==> src/sv/stereo_meter_ballistics_peak_hold_top_assert.svh <==
// assertion macros for the stereo meter ballistics block
`ifndef STEREO_METER_BALLISTICS_PEAK_HOLD_TOP_ASSERT_SVH
`define STEREO_METER_BALLISTICS_PEAK_HOLD_TOP_ASSERT_SVH

`ifndef SYNTHESIS

// property checked at every clock edge outside reset
`define SMB_ASSERT(lbl, clk_s, rst_s, prop, msg) \
  lbl: assert property (@(posedge clk_s) disable iff (!rst_s) prop) else $error(msg);

// property checked at every clock edge, reset included
`define SMB_ASSERT_ALWAYS(lbl, clk_s, prop, msg) \
  lbl: assert property (@(posedge clk_s) prop) else $error(msg);

`else

`define SMB_ASSERT(lbl, clk_s, rst_s, prop, msg)

`define SMB_ASSERT_ALWAYS(lbl, clk_s, prop, msg)

`endif

`endif

==> src/sv/smb_pkg.sv <==
// types, reset values and the smoothing function of the stereo meter
package smb_pkg;

  typedef logic signed [15:0] level_t;
  typedef logic [15:0]        gain_t;
  typedef logic [7:0]         hold_t;
  typedef logic [14:0]        step_t;
  typedef logic [2:0]         cfg_addr_t;
  typedef logic [15:0]        cfg_data_t;

  // configuration register indexes
  typedef enum logic [2:0] {
    CFG_ATTACK_GAIN    = 3'd0,
    CFG_RELEASE_GAIN   = 3'd1,
    CFG_PEAK_FALL_GAIN = 3'd2,
    CFG_HOLD_TICKS     = 3'd3,
    CFG_REDRAW_STEP    = 3'd4
  } cfg_idx_t;

  // configuration register file
  typedef struct packed {
    gain_t attack_gain;
    gain_t release_gain;
    gain_t peak_fall_gain;
    hold_t hold_ticks;
    step_t redraw_step;
  } cfg_regs_t;

  // what one lane hands to the merge stage
  typedef struct packed {
    level_t level;
    level_t peak;
  } lane_state_t;

  // one registered result word
  typedef struct packed {
    level_t left_shown;
    level_t right_shown;
    level_t left_peak_shown;
    level_t right_peak_shown;
    logic   redraw;
  } shown_t;

  localparam level_t LEVEL_FLOOR = 16'sh8000;

  localparam gain_t ATTACK_GAIN_RST    = 16'd39322;
  localparam gain_t RELEASE_GAIN_RST   = 16'd3277;
  localparam gain_t PEAK_FALL_GAIN_RST = 16'd1311;
  localparam hold_t HOLD_TICKS_RST     = 8'd30;
  localparam step_t REDRAW_STEP_RST    = 15'd26;

  // cur + floor((tgt - cur) * gain / 2^16); the result always lies between cur and tgt
  function automatic level_t approach(level_t cur, level_t tgt, gain_t gain);
    logic signed [16:0] diff;
    logic signed [33:0] prod;
    logic signed [17:0] step;
    logic signed [17:0] sum;
    diff = $signed({tgt[15], tgt}) - $signed({cur[15], cur});
    prod = diff * $signed({1'b0, gain});
    step = prod[33:16];
    sum  = $signed({{2{cur[15]}}, cur}) + step;
    return sum[15:0];
  endfunction

endpackage

==> src/sv/smb_in_if.sv <==
// tick word channel: targets for both channels
interface smb_in_if;
  logic            valid;
  logic            ready;
  smb_pkg::level_t left_target;
  smb_pkg::level_t right_target;
  smb_pkg::level_t left_peak_target;
  smb_pkg::level_t right_peak_target;

  modport source (
    output valid, left_target, right_target, left_peak_target, right_peak_target,
    input  ready
  );
  modport sink (
    input  valid, left_target, right_target, left_peak_target, right_peak_target,
    output ready
  );
endinterface

==> src/sv/smb_out_if.sv <==
// result word channel: shown levels, peaks and redraw flag
interface smb_out_if;
  logic            valid;
  logic            ready;
  smb_pkg::level_t left_shown;
  smb_pkg::level_t right_shown;
  smb_pkg::level_t left_peak_shown;
  smb_pkg::level_t right_peak_shown;
  logic            redraw;

  modport source (
    output valid, left_shown, right_shown, left_peak_shown, right_peak_shown, redraw,
    input  ready
  );
  modport sink (
    input  valid, left_shown, right_shown, left_peak_shown, right_peak_shown, redraw,
    output ready
  );
endinterface

==> src/sv/smb_cfg_if.sv <==
// configuration write channel
interface smb_cfg_if;
  logic                 valid;
  logic                 ready;
  smb_pkg::cfg_addr_t   index;
  smb_pkg::cfg_data_t   data;

  modport source (
    output valid, index, data,
    input  ready
  );
  modport sink (
    input  valid, index, data,
    output ready
  );
endinterface

==> src/sv/stereo_meter_ballistics_peak_hold_top.sv <==
// top level of the stereo meter ballistics and peak hold block
//
//   channel  | ports   | direction | carries
//   ---------+---------+-----------+------------------------------------------
//   tick     | in_ch   | sink      | level and peak targets, left and right
//   result   | out_ch  | source    | shown levels, shown peaks, redraw flag
//   config   | cfg_ch  | sink      | register index and write data
//
// One word per cycle sustained while out_ch is ready. The accept edge loads both
// lanes (one multiply-add per level, one per peak); the edge on which the merge
// stage advances merges the lanes into the redraw decision and loads the result
// register, whose word is then offered at out_ch.
// Reset (rst_n low, synchronous) puts levels, peaks and drawn levels at the floor.
// A stalled result holds the merge stage; one more word may still sit in the lanes.
module stereo_meter_ballistics_peak_hold_top (
  input  logic          clk,
  input  logic          rst_n,
  smb_in_if.sink        in_ch,
  smb_out_if.source     out_ch,
  smb_cfg_if.sink       cfg_ch
);

  `include "stereo_meter_ballistics_peak_hold_top_assert.svh"

  smb_pkg::cfg_regs_t   cfg_r, cfg_nxt;
  smb_pkg::lane_state_t left_st, right_st;
  smb_pkg::shown_t      shown;
  logic                 s1_valid_r, s1_valid_nxt;
  logic                 out_valid_r, out_valid_nxt;
  logic                 in_acc;
  logic                 s1_adv;

  // configuration writes, always taken
  assign cfg_ch.ready = 1'b1;

  always_comb begin
    cfg_nxt = cfg_r;
    if (cfg_ch.valid) begin
      unique case (cfg_ch.index)
        smb_pkg::CFG_ATTACK_GAIN:    cfg_nxt.attack_gain    = cfg_ch.data;
        smb_pkg::CFG_RELEASE_GAIN:   cfg_nxt.release_gain   = cfg_ch.data;
        smb_pkg::CFG_PEAK_FALL_GAIN: cfg_nxt.peak_fall_gain = cfg_ch.data;
        smb_pkg::CFG_HOLD_TICKS:     cfg_nxt.hold_ticks     = cfg_ch.data[7:0];
        smb_pkg::CFG_REDRAW_STEP:    cfg_nxt.redraw_step    = cfg_ch.data[14:0];
        default: ;
      endcase
    end
  end

  always_ff @(posedge clk) begin
    if (!rst_n) begin
      cfg_r.attack_gain    <= smb_pkg::ATTACK_GAIN_RST;
      cfg_r.release_gain   <= smb_pkg::RELEASE_GAIN_RST;
      cfg_r.peak_fall_gain <= smb_pkg::PEAK_FALL_GAIN_RST;
      cfg_r.hold_ticks     <= smb_pkg::HOLD_TICKS_RST;
      cfg_r.redraw_step    <= smb_pkg::REDRAW_STEP_RST;
    end else begin
      cfg_r <= cfg_nxt;
    end
  end

  // pipeline flow: lanes hold one word, the result register another
  assign s1_adv      = s1_valid_r && (!out_valid_r || out_ch.ready);
  assign in_ch.ready = !s1_valid_r || s1_adv;
  assign in_acc      = in_ch.valid && in_ch.ready;

  always_comb begin
    s1_valid_nxt  = in_acc ? 1'b1 : (s1_adv ? 1'b0 : s1_valid_r);
    out_valid_nxt = s1_adv ? 1'b1 : (out_ch.ready ? 1'b0 : out_valid_r);
  end

  always_ff @(posedge clk) begin
    if (!rst_n) begin
      s1_valid_r  <= 1'b0;
      out_valid_r <= 1'b0;
    end else begin
      s1_valid_r  <= s1_valid_nxt;
      out_valid_r <= out_valid_nxt;
    end
  end

  // channel lanes
  smb_lane u_lane_left (
    .clk         (clk),
    .rst_n       (rst_n),
    .accept      (in_acc),
    .target      (in_ch.left_target),
    .peak_target (in_ch.left_peak_target),
    .cfg         (cfg_r),
    .st          (left_st)
  );

  smb_lane u_lane_right (
    .clk         (clk),
    .rst_n       (rst_n),
    .accept      (in_acc),
    .target      (in_ch.right_target),
    .peak_target (in_ch.right_peak_target),
    .cfg         (cfg_r),
    .st          (right_st)
  );

  // merge stage and result register
  smb_merge u_merge (
    .clk         (clk),
    .rst_n       (rst_n),
    .load        (s1_adv),
    .left        (left_st),
    .right       (right_st),
    .redraw_step (cfg_r.redraw_step),
    .shown       (shown)
  );

  assign out_ch.valid            = out_valid_r;
  assign out_ch.left_shown       = shown.left_shown;
  assign out_ch.right_shown      = shown.right_shown;
  assign out_ch.left_peak_shown  = shown.left_peak_shown;
  assign out_ch.right_peak_shown = shown.right_peak_shown;
  assign out_ch.redraw           = shown.redraw;

  // checks
  `SMB_ASSERT(a_acc_fills_lanes, clk, rst_n, in_acc |=> s1_valid_r,
              "accepted word not in lanes")
  `SMB_ASSERT(a_stall_holds_merge, clk, rst_n, (out_valid_r && !out_ch.ready) |-> !s1_adv,
              "merge advanced into a stalled result")
  `SMB_ASSERT(a_adv_gives_result, clk, rst_n, s1_adv |=> out_valid_r,
              "merged word not shown")
  `SMB_ASSERT_ALWAYS(a_reset_empty, clk, !rst_n |=> (!s1_valid_r && !out_valid_r),
                     "pipeline not empty after reset")

endmodule

==> src/sv/smb_lane.sv <==
// one channel lane: level smoothing plus peak capture, hold and decay
module smb_lane (
  input  logic                clk,
  input  logic                rst_n,
  input  logic                accept,
  input  smb_pkg::level_t     target,
  input  smb_pkg::level_t     peak_target,
  input  smb_pkg::cfg_regs_t  cfg,
  output smb_pkg::lane_state_t st
);

  smb_pkg::level_t level_r, level_nxt;
  smb_pkg::level_t peak_r, peak_nxt;
  smb_pkg::hold_t  hold_r, hold_nxt;
  smb_pkg::gain_t  level_gain;

  // attack when the target is above the level, release otherwise
  always_comb begin
    level_gain = (target > level_r) ? cfg.attack_gain : cfg.release_gain;
    level_nxt  = smb_pkg::approach(level_r, target, level_gain);
  end

  // peak capture, hold countdown, then decay toward the target
  always_comb begin
    peak_nxt = peak_r;
    hold_nxt = hold_r;
    priority if (peak_target > peak_r) begin
      peak_nxt = peak_target;
      hold_nxt = cfg.hold_ticks;
    end else if (hold_r != '0) begin
      hold_nxt = hold_r - 8'd1;
    end else begin
      peak_nxt = smb_pkg::approach(peak_r, peak_target, cfg.peak_fall_gain);
    end
  end

  // lane state advances once per accepted word
  always_ff @(posedge clk) begin
    if (!rst_n) begin
      level_r <= smb_pkg::LEVEL_FLOOR;
      peak_r  <= smb_pkg::LEVEL_FLOOR;
      hold_r  <= '0;
    end else if (accept) begin
      level_r <= level_nxt;
      peak_r  <= peak_nxt;
      hold_r  <= hold_nxt;
    end
  end

  assign st.level = level_r;
  assign st.peak  = peak_r;

endmodule

==> src/sv/smb_merge.sv <==
// merge stage: redraw decision across both lanes, last-drawn levels, result register
module smb_merge (
  input  logic                 clk,
  input  logic                 rst_n,
  input  logic                 load,
  input  smb_pkg::lane_state_t left,
  input  smb_pkg::lane_state_t right,
  input  smb_pkg::step_t       redraw_step,
  output smb_pkg::shown_t      shown
);

  smb_pkg::level_t left_drawn_r, left_drawn_nxt;
  smb_pkg::level_t right_drawn_r, right_drawn_nxt;
  smb_pkg::shown_t shown_r, shown_nxt;
  logic [16:0]     left_dist;
  logic [16:0]     right_dist;
  logic            redraw;

  // distance of each level from what was last drawn
  function automatic logic [16:0] abs_diff(smb_pkg::level_t a, smb_pkg::level_t b);
    logic signed [16:0] d;
    d = $signed({a[15], a}) - $signed({b[15], b});
    return d[16] ? 17'(-d) : 17'(d);
  endfunction

  always_comb begin
    left_dist  = abs_diff(left.level, left_drawn_r);
    right_dist = abs_diff(right.level, right_drawn_r);
    redraw     = (left_dist > {2'b00, redraw_step}) || (right_dist > {2'b00, redraw_step});
    left_drawn_nxt  = redraw ? left.level  : left_drawn_r;
    right_drawn_nxt = redraw ? right.level : right_drawn_r;
    shown_nxt.left_shown       = left.level;
    shown_nxt.right_shown      = right.level;
    shown_nxt.left_peak_shown  = left.peak;
    shown_nxt.right_peak_shown = right.peak;
    shown_nxt.redraw           = redraw;
  end

  // last-drawn levels are state
  always_ff @(posedge clk) begin
    if (!rst_n) begin
      left_drawn_r  <= smb_pkg::LEVEL_FLOOR;
      right_drawn_r <= smb_pkg::LEVEL_FLOOR;
    end else if (load) begin
      left_drawn_r  <= left_drawn_nxt;
      right_drawn_r <= right_drawn_nxt;
    end
  end

  // result payload register
  always_ff @(posedge clk) begin
    if (load) begin
      shown_r <= shown_nxt;
    end
  end

  assign shown = shown_r;

endmodule
==> src/flat_wrapper.sv <==
// flat-port wrapper written by rule: the top's interface ports become plain ports
module stereo_meter_ballistics_peak_hold_top_flat 
  (clk, rst_n, in_ch_valid, in_ch_left_target, in_ch_right_target, in_ch_left_peak_target, in_ch_right_peak_target, in_ch_ready, out_ch_valid, out_ch_left_shown, out_ch_right_shown, out_ch_left_peak_shown, out_ch_right_peak_shown, out_ch_redraw, out_ch_ready, cfg_ch_valid, cfg_ch_index, cfg_ch_data, cfg_ch_ready);
  smb_in_if in_ch_i ();
  smb_out_if out_ch_i ();
  smb_cfg_if cfg_ch_i ();
  input  logic clk;
  input  logic rst_n;
  input wire logic [$bits(in_ch_i.valid)-1:0] in_ch_valid;
  input wire logic [$bits(in_ch_i.left_target)-1:0] in_ch_left_target;
  input wire logic [$bits(in_ch_i.right_target)-1:0] in_ch_right_target;
  input wire logic [$bits(in_ch_i.left_peak_target)-1:0] in_ch_left_peak_target;
  input wire logic [$bits(in_ch_i.right_peak_target)-1:0] in_ch_right_peak_target;
  output wire logic [$bits(in_ch_i.ready)-1:0] in_ch_ready;
  output wire logic [$bits(out_ch_i.valid)-1:0] out_ch_valid;
  output wire logic [$bits(out_ch_i.left_shown)-1:0] out_ch_left_shown;
  output wire logic [$bits(out_ch_i.right_shown)-1:0] out_ch_right_shown;
  output wire logic [$bits(out_ch_i.left_peak_shown)-1:0] out_ch_left_peak_shown;
  output wire logic [$bits(out_ch_i.right_peak_shown)-1:0] out_ch_right_peak_shown;
  output wire logic [$bits(out_ch_i.redraw)-1:0] out_ch_redraw;
  input wire logic [$bits(out_ch_i.ready)-1:0] out_ch_ready;
  input wire logic [$bits(cfg_ch_i.valid)-1:0] cfg_ch_valid;
  input wire logic [$bits(cfg_ch_i.index)-1:0] cfg_ch_index;
  input wire logic [$bits(cfg_ch_i.data)-1:0] cfg_ch_data;
  output wire logic [$bits(cfg_ch_i.ready)-1:0] cfg_ch_ready;
  assign in_ch_i.valid = in_ch_valid;
  assign in_ch_i.left_target = in_ch_left_target;
  assign in_ch_i.right_target = in_ch_right_target;
  assign in_ch_i.left_peak_target = in_ch_left_peak_target;
  assign in_ch_i.right_peak_target = in_ch_right_peak_target;
  assign in_ch_ready = in_ch_i.ready;
  assign out_ch_valid = out_ch_i.valid;
  assign out_ch_left_shown = out_ch_i.left_shown;
  assign out_ch_right_shown = out_ch_i.right_shown;
  assign out_ch_left_peak_shown = out_ch_i.left_peak_shown;
  assign out_ch_right_peak_shown = out_ch_i.right_peak_shown;
  assign out_ch_redraw = out_ch_i.redraw;
  assign out_ch_i.ready = out_ch_ready;
  assign cfg_ch_i.valid = cfg_ch_valid;
  assign cfg_ch_i.index = cfg_ch_index;
  assign cfg_ch_i.data = cfg_ch_data;
  assign cfg_ch_ready = cfg_ch_i.ready;
  stereo_meter_ballistics_peak_hold_top u_core (.clk(clk), .rst_n(rst_n), .in_ch(in_ch_i), .out_ch(out_ch_i), .cfg_ch(cfg_ch_i));
endmodule
==> config.mk <==
export PLATFORM = sky130hd
export DESIGN_NAME = stereo_meter_ballistics_peak_hold_top_flat
export DESIGN_NICKNAME = d
export VERILOG_FILES = /design/src/sv/smb_pkg.sv /design/src/sv/smb_in_if.sv /design/src/sv/smb_out_if.sv /design/src/sv/smb_cfg_if.sv /design/src/sv/stereo_meter_ballistics_peak_hold_top.sv /design/src/sv/smb_lane.sv /design/src/sv/smb_merge.sv /design/src/flat_wrapper.sv
export VERILOG_INCLUDE_DIRS = /design/src /design/src/sv
export SDC_FILE = /design/constraint.sdc
export NUM_CORES = 2
export LEC_CHECK = 0
export BUFFER_PORTS_ARGS = -buffer_cell sky130_fd_sc_hd__buf_2
export CORE_ASPECT_RATIO = 0.5
export CORE_MARGIN = 1.5
export CORE_UTILIZATION = 60
export DETAILED_ROUTE_END_ITERATION = 10
export PLACE_DENSITY_LB_ADDON = 0.3
export SKIP_CTS_REPAIR_TIMING = 1
export SYNTH_ARGS = -nofsm -noshare
export SYNTH_HDL_FRONTEND = slang
export SYNTH_HIERARCHICAL = 1
export SYNTH_SLANG_ARGS = --single-unit
==> constraint.sdc <==
create_clock -name clk -period 15 [get_ports clk]
set_input_delay 1.5 -clock clk [delete_from_list [all_inputs] [get_ports clk]]
set_output_delay 1.5 -clock clk [all_outputs]
set_load 0.1 [all_outputs]
==> reports/results.tsv <==
stage	metric	value	unit
setup_path	Setup crit end kind	flip-flop	
synthesis	Yosys warnings	6	
floorplanning	IO Pins	156	
finish	nets	8208	
finish	most frequent cells in the layout	inv_1, fa_1, nand2_1, ha_1, nor2_1	
synthesis	EDFF count, synth	65	
floorplanning	Core ar.	93900	µm²
synthesis	top cell type by total area after synthesis	fa_1	
floorplanning	Starting Density	0.611	
run	Max-Cap Viols	0	
min_path	hold path start	u_core/u_merge/right_drawn_r[13]	
finish	multi-input logic area	45600	µm²
run_status	status	complete, no violations	
setup_path	buffers and inverters on the worst path	6	
sta	Max Clock Freq	0.0837	GHz
setup_path	Critical Path RT	15.43	ns
setup_path	critical path class	in2reg	
setup_path	Worst Setup Start Kind	input port	
setup_path	Most Frequent Cell on Critical Path	fa_1	
setup_path	reg2reg start	u_core/u_lane_left/level_r[1]	
drt	1st-iter DRT viols	3357	
finish	register area	5660	µm²
clock_network	Max Root-Sink Buffers	3	
drt	Antenna Violating Nets Remaining	0	
min_path	hold path endpoint	u_core/u_merge/right_drawn_r[13]	
clock_network	Root Driver	clkbuf_16	
setup_path	FF-to-FF path depth	42	
finish	filler cell count	7710	
setup_path	CP Max Fanout	24	
sta	RSZ-0062 raised after global routing	false	
finish	Layout area overhead	5.81	%
min_path	kind of path behind the tightest hold check	reg2reg	
placed_design	post-DP HPWL	122000	µm
placed_design	port buffer count	154	
sta	clk_skew	0.0342	ns
global_routing	grt ovf	0	
floorplanning	Horiz. Die Dim	440	µm
clock_network	Worst-Skew Late Latency	0.63	ns
finish	share of cells above drive strength 1	0.0603	
setup_path	CP top delay family	adder cells	
clock_network	Worst-path clk slew	0.06	ns
global_routing	Overall Global Routing Usage	0.319	
setup_path	CP max stage delay	0.94	ns
sta	actual slew at the worst max-slew pin	1.28	ns
global_routing	vias in the first global route	46900	
setup_path	R2R setup slack	3.24	ns
drt	vias per cell	5.69	
setup_path	Worst path slowest cell	mux2i_1	
synthesis	Seq/Total Area, Yosys	0.0985	
setup_path	Worst EP arrival	12.38	ns
synthesis	number of distinct library cells after synthesis	107	
sta	Max-slew headroom	0.143	
drt	DRC viols	0	
sta	Tcrit/Tclk final	0.797	
synthesis	asr flop ratio synth	0	
min_path	Worst Hold Depth	2	
global_routing	largest net degree at the start of global routing	90	
synthesis	mapped cell area	57400	µm²
synthesis	syn_area_per_cell	8.90	µm²
global_routing	initial antenna violation count	3	
sta	Min Clock Period, post-route	11.95	ns
synthesis	Synth Register Bits	250	
sta	Setup-failing EPs final	0	
finish	most common cell after layout, fill and taps aside	inv_1	
floorplanning	die area	97700	µm²
synthesis	post-synth top area share	0.373	
global_routing	first-pass GRT wire length	247000	µm
synthesis	Syn Nets	8131	
sta	setup TNS	0	ns
synthesis	ranking of synthesized cells by area	fa_1, ha_1, inv_1, dfxtp_1, nand2_1	
setup_path	end of the worst register-to-register path	u_core/u_lane_left/level_r[15]	
drt	DR WL/cell	19.6	µm
clock_network	Inserted Clock Buffers	29	
sta	Final Hold Fails	0	
synthesis	Synth Instances	6451	
sta	Slew Limit Fails	0	
floorplanning	Die Y-Extent	222	µm
placed_design	Final Wtd Congestion	0.987	
clock_network	Sink Count	250	
floorplanning	row count	79	
synthesis	ys flop type	dfxtp_1	
finish	Final Core Density	0.647	
clock_network	H-tree depth	1	
drt	Post-Route WL	153000	µm
drt	routed via count	44400	
drt	Initial DRT Pass Iterations	6	
clock_network	CTS tree	done	
==> cell type report <==
type                    count  share of cell area
diodes                      3            0.000124
clock buffers              39              0.0145
clock inverters            15             0.00243
inverters                1434              0.0886
multi-input cells        4567               0.751
flip-flops and latches    250              0.0931
well taps                1255              0.0258
repair buffers            246              0.0242
==> registers in the layout, summed over array words and instances (netlist names) <==
signal                        flops
u_core/u_merge/left_drawn_r      16
u_core/u_lane_right/hold_r        8
u_core/u_lane_right/peak_r       16
u_core/u_lane_left/level_r       16
u_core/s1_valid_r                 1
u_core/out_ch.valid               1
u_core/cfg_r                     71
u_core/u_merge/right_drawn_r     16
u_core/u_lane_right/level_r      16
u_core/u_lane_left/peak_r        16
u_core/u_merge/shown             65
u_core/u_lane_left/hold_r         8
==> per-layer routing <==
metal	vias up	part of all wire	global-route usage
li1	20000	-	-
met1	22300	0.42	0.432
met2	1825	0.47	0.525
met3	337	0.081	0.0520
met4	2	0.034	0.102
met5	-	0.000085	0
==> worst max path at each step <==
stage	slack, ns	depth (start not counted)	to	start
global route	2.54	42	u_core/u_lane_left/level_r[15]	in_ch_left_target[1]
global placement	2.85	42	u_core/u_lane_left/level_r[15]	in_ch_left_target[1]
detailed placement	2.66	42	u_core/u_lane_left/level_r[15]	in_ch_left_target[1]
floorplan	3.87	42	u_core/u_lane_left/level_r[15]	in_ch_left_target[1]
CTS	3.29	42	u_core/u_lane_left/level_r[15]	in_ch_left_target[1]
finish	3.05	42	u_core/u_lane_left/level_r[15]	in_ch_left_target[1]
==> kinds of logic after synthesis <==
logic type | after synthesis | share of synthesized area
flops | 250 | 0.0985
buf+inv | 1634 | 0.109
mux | 189 | 0.0335
simple gates | 1836 | 0.148
other cells | 1 | 0.0000653
fa+ha+maj | 1592 | 0.487
compound gates | 668 | 0.0812
xor+xnor | 281 | 0.0438
==> metrics by stage <==
step | setup slack [ns] | hold slack, ns | instances | instance area (µm²)
after global placement | 2.85 | 0.445 | 7752 | 59700
after floorplan | 3.87 | 0.437 | 6451 | 57400
after detailed placement | 2.66 | 0.447 | 7752 | 59700
after global routing | 2.54 | 0.476 | 7807 | 60700
final | 3.05 | 0.460 | 7809 | 60800
after CTS | 3.29 | 0.462 | 7806 | 60700
==> worst reg2reg max path: cells and delay by family, from the launching register on <==
family,cells,cell delay (ns)
adders and majority gates,9,3.98
AOI/OAI and AO/OA,16,3.44
DFF,1,0.55
xor gates and xnor gates,2,0.39
buffers and inverters,6,0.81
muxes,1,0.95
and+or+nand+nor,8,1.50
==> Yosys cell counts (all sizes together), types with 15 or more instances <==
master	number
buf	56
or3	19
and2	247
a211oi	55
o21bai	15
dfxtp	185
xnor2	191
edfxtp	65
inv	1433
nor3	49
o211a	15
nand3	41
a21boi	17
o211ai	28
and3	17
nand2	778
nand4	25
nor2	426
fa	1070
o21a	41
or2	15
a21o	88
a31oi	23
ha	522
mux2	26
o21ai	104
a21oi	168
mux2i	163
clkbuf	144
nor2b	117
xor2	89
nand2b	49
Power is left out: the tool's default activity adds up to more than one toggle a clock period on the data nets, which glitch-free logic cannot reach.
